`src/rtl/lkvc_pkg.sv`:
```
// Package for the LRU key-value cache: field widths, opcodes, constants and
// the command/status structs between the controller and the datapath.
// Depends on nothing.
`default_nettype none

package lkvc_pkg;

    localparam int KEY_W  = 32;
    localparam int DATA_W = 32;
    localparam int CAP_W  = 5;

    localparam logic OP_GET = 1'b0;
    localparam logic OP_PUT = 1'b1;

    localparam logic [CAP_W-1:0]  CAP_RESET = 5'd16;
    localparam logic [DATA_W-1:0] MISS_DATA = 32'hFFFF_FFFF;

    // Commands from the controller to the datapath.
    typedef struct packed {
        logic load;      // input transfer: latch the item and the match vectors
        logic apply;     // update entries, access the value memory
        logic out_load;  // load the output register
    } lkvc_cmd_t;

    // Status from the datapath to the controller.
    typedef struct packed {
        logic out_free;  // output register is empty or is being taken
    } lkvc_stat_t;

endpackage

`default_nettype wire

```
`src/rtl/lkvc_ctrl.sv`:
```
// Controller state machine for the LRU key-value cache.
// Depends on lkvc_pkg for the command and status structs.
`default_nettype none

module lkvc_ctrl
    import lkvc_pkg::*;
(
    input  wire logic       clk,
    input  wire logic       rst_n,
    input  wire logic       in_valid,
    output logic            in_ready,
    input  wire lkvc_stat_t stat,
    output lkvc_cmd_t       cmd
);

    localparam logic [1:0] ST_IDLE  = 2'd0;
    localparam logic [1:0] ST_APPLY = 2'd1;
    localparam logic [1:0] ST_OUT   = 2'd2;

    logic [1:0] state_reg;
    logic [1:0] state_next;

    always_ff @(posedge clk or negedge rst_n)
    begin
        if (!rst_n)
        begin
            state_reg <= ST_IDLE;
        end
        else
        begin
            state_reg <= state_next;
        end
    end

    always_comb
    begin
        state_next   = state_reg;
        in_ready     = 1'b0;
        cmd.load     = 1'b0;
        cmd.apply    = 1'b0;
        cmd.out_load = 1'b0;
        case (state_reg)
            ST_IDLE:
            begin
                in_ready = 1'b1;
                if (in_valid)
                begin
                    cmd.load   = 1'b1;
                    state_next = ST_APPLY;
                end
            end
            ST_APPLY:
            begin
                cmd.apply  = 1'b1;
                state_next = ST_OUT;
            end
            ST_OUT:
            begin
                // Hold here while an earlier result still waits for its transfer.
                if (stat.out_free)
                begin
                    cmd.out_load = 1'b1;
                    state_next   = ST_IDLE;
                end
            end
            default:
            begin
                state_next = ST_IDLE;
            end
        endcase
    end

endmodule

`default_nettype wire

```
`src/rtl/lkvc_datapath.sv`:
```
// Datapath for the LRU key-value cache: per-entry key, age and valid cells,
// the value memory, the capacity register and the output register.
// Depends on lkvc_pkg for widths, opcodes and the command/status structs.
`default_nettype none

module lkvc_datapath
    import lkvc_pkg::*;
#(
    parameter int ENTRIES = 16
)
(
    input  wire logic                     clk,
    input  wire logic                     rst_n,
    input  wire lkvc_cmd_t                cmd,
    output lkvc_stat_t                    stat,
    input  wire logic                     cfg_wr_en,
    input  wire logic [CAP_W-1:0]         cfg_wr_data,
    input  wire logic                     opcode,
    input  wire logic signed [KEY_W-1:0]  key,
    input  wire logic signed [DATA_W-1:0] value,
    output logic                          out_valid,
    input  wire logic                     out_ready,
    output logic                          found,
    output logic signed [DATA_W-1:0]      data
);

    localparam int IW = (ENTRIES > 1) ? $clog2(ENTRIES) : 1;
    localparam int AW = IW;
    localparam int CW = $clog2(ENTRIES + 1);
    localparam int XW = CW + CAP_W;

    logic [CAP_W-1:0]  capacity_reg;
    logic [KEY_W-1:0]  key_reg [ENTRIES];
    logic [AW-1:0]     age_reg [ENTRIES];
    logic [ENTRIES-1:0] valid_reg;
    logic [CW-1:0]     occ_reg;

    logic              item_op_reg;
    logic [KEY_W-1:0]  item_key_reg;
    logic [DATA_W-1:0] item_value_reg;
    logic [ENTRIES-1:0] hit_vec_reg;
    logic [ENTRIES-1:0] victim_vec_reg;
    logic [ENTRIES-1:0] slot_vec_reg;
    logic              evict_reg;

    logic [DATA_W-1:0] mem [ENTRIES];
    logic [DATA_W-1:0] rdata_reg;

    logic              out_valid_reg;
    logic              found_reg;
    logic [DATA_W-1:0] data_reg;

    logic [ENTRIES-1:0] hit_cmb;
    logic [ENTRIES-1:0] victim_cmb;
    logic [ENTRIES-1:0] free_cmb;
    logic [ENTRIES-1:0] slot_cmb;
    logic [CW-1:0]     occ_m1;
    logic [XW-1:0]     cap_ext;
    logic [XW-1:0]     eff_cap;
    logic              evict_cmb;

    logic              item_hit;
    logic [AW-1:0]     hit_age;
    logic [IW-1:0]     hit_idx;
    logic [IW-1:0]     slot_idx;
    logic [IW-1:0]     mem_addr;

    always_ff @(posedge clk or negedge rst_n)
    begin
        if (!rst_n)
        begin
            capacity_reg <= CAP_RESET;
        end
        else if (cfg_wr_en)
        begin
            capacity_reg <= cfg_wr_data;
        end
    end

    // Match, victim and free-slot vectors, evaluated against the incoming item.
    always_comb
    begin
        occ_m1  = occ_reg - CW'(1);
        cap_ext = XW'(capacity_reg);
        if (cap_ext == XW'(0))
        begin
            eff_cap = XW'(1);
        end
        else if (cap_ext > XW'(ENTRIES))
        begin
            eff_cap = XW'(ENTRIES);
        end
        else
        begin
            eff_cap = cap_ext;
        end
        evict_cmb = (XW'(occ_reg) >= eff_cap);
        for (int i = 0; i < ENTRIES; i++)
        begin
            hit_cmb[i]    = valid_reg[i] && (key_reg[i] == KEY_W'(key));
            victim_cmb[i] = valid_reg[i] && (CW'(age_reg[i]) == occ_m1);
        end
        free_cmb = ~valid_reg | (evict_cmb ? victim_cmb : '0);
        // Isolate the lowest free slot.
        slot_cmb = free_cmb & (~free_cmb + ENTRIES'(1));
    end

    always_ff @(posedge clk)
    begin
        if (cmd.load)
        begin
            item_op_reg    <= opcode;
            item_key_reg   <= KEY_W'(key);
            item_value_reg <= DATA_W'(value);
            hit_vec_reg    <= hit_cmb;
            victim_vec_reg <= victim_cmb;
            slot_vec_reg   <= slot_cmb;
            evict_reg      <= evict_cmb;
        end
    end

    // The match vector is one-hot or empty, so OR reductions give index and age.
    always_comb
    begin
        item_hit = |hit_vec_reg;
        hit_age  = '0;
        hit_idx  = '0;
        slot_idx = '0;
        for (int i = 0; i < ENTRIES; i++)
        begin
            if (hit_vec_reg[i])
            begin
                hit_age = hit_age | age_reg[i];
                hit_idx = hit_idx | IW'(i);
            end
            if (slot_vec_reg[i])
            begin
                slot_idx = slot_idx | IW'(i);
            end
        end
        mem_addr = item_hit ? hit_idx : slot_idx;
    end

    always_ff @(posedge clk)
    begin
        for (int i = 0; i < ENTRIES; i++)
        begin
            if (cmd.apply && item_op_reg == OP_PUT && !item_hit && slot_vec_reg[i])
            begin
                key_reg[i] <= item_key_reg;
            end
        end
    end

    always_ff @(posedge clk or negedge rst_n)
    begin
        if (!rst_n)
        begin
            valid_reg <= '0;
            occ_reg   <= '0;
            for (int i = 0; i < ENTRIES; i++)
            begin
                age_reg[i] <= '0;
            end
        end
        else if (cmd.apply)
        begin
            if (item_hit)
            begin
                // Move the hit entry to the front; the ones ahead of it age by one.
                for (int i = 0; i < ENTRIES; i++)
                begin
                    if (hit_vec_reg[i])
                    begin
                        age_reg[i] <= '0;
                    end
                    else if (valid_reg[i] && age_reg[i] < hit_age)
                    begin
                        age_reg[i] <= age_reg[i] + AW'(1);
                    end
                end
            end
            else if (item_op_reg == OP_PUT)
            begin
                for (int i = 0; i < ENTRIES; i++)
                begin
                    if (slot_vec_reg[i])
                    begin
                        valid_reg[i] <= 1'b1;
                        age_reg[i]   <= '0;
                    end
                    else if (evict_reg && victim_vec_reg[i])
                    begin
                        valid_reg[i] <= 1'b0;
                        age_reg[i]   <= '0;
                    end
                    else if (valid_reg[i])
                    begin
                        age_reg[i] <= age_reg[i] + AW'(1);
                    end
                end
                if (!evict_reg)
                begin
                    occ_reg <= occ_reg + CW'(1);
                end
            end
        end
    end

    always_ff @(posedge clk)
    begin
        if (cmd.apply)
        begin
            if (item_op_reg == OP_PUT)
            begin
                mem[mem_addr] <= item_value_reg;
            end
            else if (item_hit)
            begin
                rdata_reg <= mem[mem_addr];
            end
        end
    end

    always_ff @(posedge clk or negedge rst_n)
    begin
        if (!rst_n)
        begin
            out_valid_reg <= 1'b0;
        end
        else if (cmd.out_load)
        begin
            out_valid_reg <= 1'b1;
        end
        else if (out_ready)
        begin
            out_valid_reg <= 1'b0;
        end
    end

    always_ff @(posedge clk)
    begin
        if (cmd.out_load)
        begin
            found_reg <= item_hit;
            if (item_op_reg == OP_PUT)
            begin
                data_reg <= item_value_reg;
            end
            else if (item_hit)
            begin
                data_reg <= rdata_reg;
            end
            else
            begin
                data_reg <= MISS_DATA;
            end
        end
    end

    assign stat.out_free = !out_valid_reg || out_ready;
    assign out_valid     = out_valid_reg;
    assign found         = found_reg;
    assign data          = $signed(data_reg);

endmodule

`default_nettype wire

```
`src/rtl/lru_key_value_cache.sv`:
```
// Top level of the LRU key-value cache: controller plus datapath.
// Depends on lkvc_pkg, lkvc_ctrl and lkvc_datapath.
//
// Fully associative key-value cache with least-recently-used replacement,
// ENTRIES slots deep. Each item is a get (opcode 0) or a put (opcode 1); each
// gives one result with found set when the key was present and data holding
// the stored value (get hit), all ones (get miss) or the value written (put).
// For each item the key is compared against every entry in parallel in the
// cycle of its input transfer, the next cycle updates the ages and accesses
// the single-port value memory, and the output register is then loaded once
// it is free. The next item is taken in the cycle after that load, so a new
// item is accepted only after the previous one has loaded its result, also
// while that result still waits for its output transfer; the block stalls
// further only when a second result would have to enter a full output
// register. The capacity register (reset 16, zero acts as one, values above
// ENTRIES act as ENTRIES) is written through cfg_wr_en and cfg_wr_data; the
// user must do so only while the block is idle, which the block itself does
// not enforce. Valid marks and ages are cleared at reset.
`default_nettype none

module lru_key_value_cache
    import lkvc_pkg::*;
#(
    parameter int ENTRIES = 16
)
(
    input  wire logic                     clk,
    input  wire logic                     rst_n,
    input  wire logic                     cfg_wr_en,
    input  wire logic [CAP_W-1:0]         cfg_wr_data,
    input  wire logic                     in_valid,
    output logic                          in_ready,
    input  wire logic                     opcode,
    input  wire logic signed [KEY_W-1:0]  key,
    input  wire logic signed [DATA_W-1:0] value,
    output logic                          out_valid,
    input  wire logic                     out_ready,
    output logic                          found,
    output logic signed [DATA_W-1:0]      data
);

    lkvc_cmd_t  cmd;
    lkvc_stat_t stat;

    lkvc_ctrl u_ctrl (
        .clk      (clk),
        .rst_n    (rst_n),
        .in_valid (in_valid),
        .in_ready (in_ready),
        .stat     (stat),
        .cmd      (cmd)
    );

    lkvc_datapath #(
        .ENTRIES (ENTRIES)
    ) u_datapath (
        .clk         (clk),
        .rst_n       (rst_n),
        .cmd         (cmd),
        .stat        (stat),
        .cfg_wr_en   (cfg_wr_en),
        .cfg_wr_data (cfg_wr_data),
        .opcode      (opcode),
        .key         (key),
        .value       (value),
        .out_valid   (out_valid),
        .out_ready   (out_ready),
        .found       (found),
        .data        (data)
    );

endmodule

`default_nettype wire

```
`config.mk`:
```
export PLATFORM = sky130hd
export DESIGN_NAME = lru_key_value_cache
export DESIGN_NICKNAME = d
export VERILOG_FILES = /design/src/rtl/lkvc_pkg.sv /design/src/rtl/lkvc_ctrl.sv /design/src/rtl/lkvc_datapath.sv /design/src/rtl/lru_key_value_cache.sv
export SDC_FILE = /design/constraint.sdc
export NUM_CORES = 2
export LEC_CHECK = 0
export BUFFER_PORTS_ARGS = -buffer_cell sky130_fd_sc_hd__buf_2
export CAP_MARGIN = 20
export CORE_MARGIN = 2
export CORE_UTILIZATION = 33
export DETAILED_ROUTE_END_ITERATION = 6
export PLACE_DENSITY = 0.55
export RECOVER_POWER = 50
export SKIP_LAST_GASP = 1
export SYNTH_ARGS = -nofsm -noshare
export SYNTH_HDL_FRONTEND = slang
export SYNTH_SLANG_ARGS = --single-unit
```
`constraint.sdc`:
```
create_clock -name clk -period 7.3 [get_ports clk]
set_input_delay 0.73 -clock clk [delete_from_list [all_inputs] [get_ports clk]]
set_output_delay 0.73 -clock clk [all_outputs]
set_load 0.05 [all_outputs]
```
Word-level counts from Yosys, hierarchy flattened
Memory sizes are Yosys's and may differ from the RTL's. A register that Yosys moved wholly into a read port is not among the register bits.
Cells that the tools add are included.
- register bits: 240
- RAM bits: 1024
- input bits: 75
- output and inout bits: 35
- word-level logic and storage cells: 527
- memories: 2
- memories (name ; words ; width ; rd ports ; clocked after Yosys merged registers in ; wr ports ; line ; source):
    u_datapath.key_reg ; 16 ; 32 ; 16 ; 0 ; 16 ; lkvc_datapath.sv:33 ; logic [KEY_W-1:0] key_reg [ENTRIES];
    u_datapath.mem ; 16 ; 32 ; 1 ; 1 ; 1 ; lkvc_datapath.sv:46 ; logic [DATA_W-1:0] mem [ENTRIES];
- add/sub/neg operators: 19
- $lt $le $gt $ge: 18
- equal/unequal tests: 52
- mux-type cells: 212
- bitwise logic cells: 22
- reductions and logical operators: 157
- operators by type and width (kind ; number):
    32-bit == test ; 16
    4-bit two-way mux ; 113
    4-bit AND reduction ; 33
    64-bit two-way mux ; 2
    1-bit logical AND ; 82
    4-bit by 5-bit == test with 1-bit output ; 16
    1-bit two-way mux ; 77
    4-bit by 1-bit adder with 4-bit output (second input constant) ; 16
    4-bit less-than comparator ; 16
    32-bit two-way mux ; 2
    4-bit nonzero test ; 16
    4-bit bitwise OR ; 15
    3-bit by 2-bit != test with 1-bit output (second input constant) ; 16
    2-bit nonzero test ; 18
    16-bit NOT ; 2
    3-bit two-way mux ; 8
    16-bit by 1-bit adder with 16-bit output (second input constant) ; 1
    16-bit bitwise AND ; 1
    16-bit two-way mux ; 1
    16-bit bitwise OR ; 1
    16-bit OR reduction ; 1
    2-bit two-way mux ; 6
    5-bit two-way mux ; 2
    2-bit case mux with 3 select lines ; 1
    other kinds (14) ; 18

Depth between registers and ports, before layout
- depth after elaboration: 36
- gate-level depth with buffers: 13
- mapped depth without buffers: 11

Cells and area by module
Synthesis repeated with hierarchy kept, for this count alone.
- cell total of the unflattened synthesis: 3422
- area total of the unflattened synthesis: 54516.0 µm²
- modules (own cells, without submodules) (module ; instances ; cells an instance ; area an instance (µm²) ; sequential area each (µm²)):
    lkvc_datapath ; 1 ; 3413 ; 54420.9 ; 38403.1
    lkvc_ctrl ; 1 ; 9 ; 95.1 ; 50.0

Least setup slack after synthesis
No wires, ideal clock.
- path kind: register to register
- start: register u_datapath.slot_vec_reg[11]
- end: memory u_datapath.mem[4][0] (enable)
- library setup time: 0.461 ns
- data arrival time: 4.202 ns
- data required time: 6.839 ns
- slack: 2.637 ns
- stages on the path, launching flop included: 8
- buffers on the path: 2
- period minus slack after synthesis: 4.663 ns
- path through: edfxtp_1 > nor4_1 > nand3_1 > a31oi_1 > clkbuf_1 > clkbuf_1 > nand2_1 > nor3_1
- word-level cells in the longest chain between the ends: 6
- ends and longest elaborated chain (element ; line ; source):
    from (decl) ; lkvc_datapath.sv:43 ; logic [ENTRIES-1:0] slot_vec_reg;
    from (signal assigned) ; lkvc_datapath.sv:117 ; slot_vec_reg <= slot_cmb;
    4-bit two-way mux (5 in a row) ; lkvc_datapath.sv:136 ; if (slot_vec_reg[i])
    4-bit two-way mux ; lkvc_datapath.sv:141 ; mem_addr = item_hit ? hit_idx : slot_idx;
    to (decl) ; lkvc_datapath.sv:46 ;
Every way passes these cells.

Worst setup path in the final report
- start: register u_datapath.occ_reg[0]
- end: register u_datapath.slot_vec_reg[11] (data pin)
- word-level cells in the longest chain between the ends: 8
- elaborated cells between the ends (all ways): 31
- classes of those cells: add/sub: 2; order compare: 1; eq/ne: 12; mux: 1; bitwise: 3; reduce/logical: 12
- ends and longest elaborated chain (element ; line ; source):
    from (decl) ; lkvc_datapath.sv:36 ; logic [CW-1:0] occ_reg;
    from (signal assigned) ; lkvc_datapath.sv:204 ; occ_reg <= occ_reg + CW'(1);
    5-bit by 1-bit subtractor with 5-bit output ; lkvc_datapath.sv:83 ; occ_m1 = occ_reg - CW'(1);
    named net u_datapath.occ_m1[0] ; lkvc_datapath.sv:57 ; logic [CW-1:0] occ_m1;
    4-bit by 5-bit == test with 1-bit output ; lkvc_datapath.sv:101 ; victim_cmb[i] = valid_reg[i] && (CW'(age_reg[i]) == occ_m1);
    1-bit logical AND ; lkvc_datapath.sv:101 ;
    named net u_datapath.victim_cmb[3] ; lkvc_datapath.sv:54 ; logic [ENTRIES-1:0] victim_cmb;
    16-bit two-way mux ; lkvc_datapath.sv:103 ; free_cmb = ~valid_reg | (evict_cmb ? victim_cmb : '0);
    16-bit bitwise OR ; lkvc_datapath.sv:103 ;
    16-bit NOT ; lkvc_datapath.sv:105 ; slot_cmb = free_cmb & (~free_cmb + ENTRIES'(1));
    16-bit by 1-bit adder with 16-bit output ; lkvc_datapath.sv:105 ;
    16-bit bitwise AND ; lkvc_datapath.sv:105 ;
    named net u_datapath.slot_cmb[11] ; lkvc_datapath.sv:56 ; logic [ENTRIES-1:0] slot_cmb;
The timed path passes the listed nets, and every way through them passes these cells.
A chain may end at the register's enable or synchronous reset.

==> impl_metrics.csv <==
group,metric,value,unit
status,status,"complete, but fails checks",
status,violations,"max-capacitance violations, max-slew violations",
floorplanning,die-area,0.169,mm2
setup_path,cp_data_required_time,7790,ps
floorplanning,die_h,411,um
clock_network,cts.clk_slew.worst_paths,70,ps
route,drt_wl_total,154000,um
power_and_ir_drop,swShare,27.2,%
setup_path,cp_max_fo,21,
clock_network,post_cts_resized,0,
cells_and_area,area_delta_synth_final,13.7,%
setup_path,r2r_slack,1570,ps
logic_synthesis,synth_cells,3311,
route,final_antenna_net_count,0,
grt,grt_use_total,18.1,%
min_path,hp-start,"value[11]",
logic_synthesis,synthDistinctLibCells,73,
clock_network,cts_setup_buffers,0,
setup_path,end_kind,"flip-flop",
floorplanning,rows,149,
clock_network,htree_levels,4,
power_and_ir_drop,p_per_area,292,mW/mm2
sta,relSlewSlack,-199,%
cells_and_area,fin_area,0.0622,mm2
sta,fin_setup_tns,0,ps
logic_synthesis,synth-seq-area-share,70.3,%
logic_synthesis,yosysTopAreaCellShare,66.1,%
grt,antenna_found_initial,9,
route,drtPass1Iterations,5,
logic_synthesis,ys_seq_elements,1296,
clock_network,holdBufCountCts,1,
sta,fmax,175,MHz
route,wl_per_cell,26.7,um
cells_and_area,layout-drive-gt1-share,14.5,%
power_and_ir_drop,leakagePower,19.6,nW
floorplanning,die_w,411,um
power_and_ir_drop,clockPowerShare,36.5,%
placement,globalplace.congestion,0.868,
setup_path,r2r_end,"u_datapath.slot_vec_reg[11]",
logic_synthesis,synth.largest_area_cell,"edfxtp_1",
logic_synthesis,synth_flop_cell,"edfxtp_1",
setup_path,critical-path-top-delay-family,"buffers and inverters",
logic_synthesis,synth_edf_count,1203,
sta,fin_crit,5730,ps
setup_path,r2r_cells,11,
placement,io_buffer_count,109,
route,vias,30300,
route,drc,0,
sta,period_share,78.5,%
grt,grt_max_degree,132,
setup_path,path_buf_inv,3,
clock_network,cts_made_buffers,134,
logic_synthesis,syn_area,0.0547,mm2
power_and_ir_drop,power.share.sequential,51.1,%
min_path,hold_end,"u_datapath.item_value_reg[11]",
job,cap_violations,38,
setup_path,slowest_stage,"clkbuf_1",
logic_synthesis,async_reset_ff_share,7.18,%
cells_and_area,nets,3640,
setup_path,crit_arrival,6220,ps
route,drt_iter0_markers,3259,
logic_synthesis,syn_avg_cell_area,16.5,um2
logic_synthesis,yosys_warnings,0,
min_path,hold_class,"input port to flip-flop",
sta,worst_pin_slew,4480,ps
floorplanning,pin_count,110,
clock_network,clk_latency,770,ps
sta,setup_viol,0,
floorplanning,core_area,0.165,mm2
power_and_ir_drop,irDropWorstVdd,0.000246,V
setup_path,crit_type,"flip-flop to flip-flop",
power_and_ir_drop,internal_power,13.2,mW
logic_synthesis,synth_area_leaders,"edfxtp_1 66%, xnor2_1 7.7%, mux4_2 5.3%",
sta,rsz0062_at_grt,"no",
setup_path,path_cells,"clkbuf_1 -> inv_1 -> ha_1 -> xnor2_2 -> clkbuf_1 -> xnor2_1 -> nor4_1 -> or2_1 -> o41ai_4 -> nand4_2 -> nor2_1",
grt,grt_pass1_vias,29500,
logic_synthesis,synth.most_common_cell,"edfxtp_1",
power_and_ir_drop,p_sw,4.94,mW
setup_path,critPathMostFrequentCell,"clkbuf_1",
clock_network,cts-root-buf,"clkbuf_16",
placement,post_dp_cell_area,0.0581,mm2
power_and_ir_drop,power_frac_comb,12.4,%
route,via_per_inst,5.23,
sta,slew_violations,724,
clock_network,tritoncts,"yes",
sta,hold_viol,0,
grt,grt.overflow.total,0,
setup_path,critPathLaunchType,"flip-flop",
setup_path,cpPeakStageDelay,1300,ps
clock_network,numClockSinks,1296,
min_path,min_path_cells,1,
clock_network,cts_buffer_depth,3,
placement,hpwl,91800,um
setup_path,r2r-start,"u_datapath.occ_reg[0]",
logic_synthesis,yosys-top-cells-count,"1,203 x edfxtp_1, 479 x xnor2_1, 144 x nand2_1",
logic_synthesis,synth_nets,3457,
floorplanning,start_util,33.2,%
sta,finClkSkew,34.8,ps
grt,grt_first_pass_wirelength,219000,um
## final cells by class
class | count | area [um2]
fill | 15400 | 103000
sequential | 1296 | 38500
multi-input combinational | 1816 | 15500
clock buffer | 166 | 3580
tap | 2189 | 2740
timing repair buffer | 210 | 1190
clock inverter | 67 | 571
inverter | 36 | 138
antenna | 1 | 2.50
## placed cells by master (no fill, tap or decap), types with 58 or more instances in the layout
cell / count
xnor2_1: 479
nand3_1: 62
clkbuf_16: 139
edfxtp_1: 1203
nor2_1: 84
ha_1: 71
xor2_1: 99
a22oi_1: 80
clkbuf_1: 119
nand2_1: 144
buf_2: 58
dfrtp_1: 92
mux4_2: 128
nand4_1: 139
## worst max-delay path by stage
stage / startpoint / to / slack [ps] / cells past startpoint
after floorplan: u_datapath.slot_vec_reg[11] / u_datapath.mem[4][0] / 2640 / 7
after global placement: u_datapath.hit_vec_reg[0] / u_datapath.mem[0][15] / 2670 / 7
after detailed placement: u_datapath.hit_vec_reg[0] / u_datapath.mem[0][5] / 2540 / 7
after CTS: u_datapath.hit_vec_reg[0] / u_datapath.mem[0][9] / 2490 / 7
after global routing: u_datapath.occ_reg[0] / u_datapath.slot_vec_reg[11] / 1390 / 11
final: u_datapath.occ_reg[0] / u_datapath.slot_vec_reg[11] / 1570 / 11
## kinds of logic after synthesis
group | synth area share, %
buffers and inverters | 1.62
xor gates and xnor gates | 9.47
muxes | 5.71
AOI/OAI and AO/OA | 4.66
and+or+nand+nor | 6.56
DFF | 70.3
adders and majority gates | 1.63
## power by group through the flow
stage	clock network, mW	registers (mW)	logic [mW]
6_report	6.62	9.28	2.25
5_1_grt	7.02	9.32	2.51
4_1_cts	6.76	9.27	2.28
3_5_place_dp	0	9.42	2.27
3_3_place_gp	0	9.42	2.19
2_1_floorplan	0	9.19	1.50
## per-stage QoR
step                      total power [mW]  worst slack [ps]  util [%]  hold WS, ps  std cells
after floorplan                       10.7              2640         -          434       3311
after global placement                11.6              2670      35.2          508       5533
after detailed placement              11.7              2540      35.3          506       5538
after CTS                             18.3              2490      37.8         90.1       5772
after global routing                  18.8              1390      37.7          112       5780
final                                 18.2              1570      37.7          150       5781
## layer usage
metal,track usage [%],vias to the layer above,routed length (um)
met1,26.0,15800,69200
met4,4.80,8,3180
met5,0,-,61
li1,-,13100,-
met2,27.9,1151,70600
met3,3.61,222,11200
## worst reg2reg max path, delay by kind of cell, from the launching register on
| family | cells | cell delay (ps) |
|---|---|---|
| buffers and inverters | 3 | 2790 |
| AND/OR/NAND/NOR | 4 | 1570 |
| adder cells (fa/ha/maj) | 1 | 360 |
| flip-flops | 1 | 320 |
| AO/OA/AOI/OAI | 1 | 120 |
| XOR/XNOR | 2 | 310 |
Power figures use the tool's default switching activity.
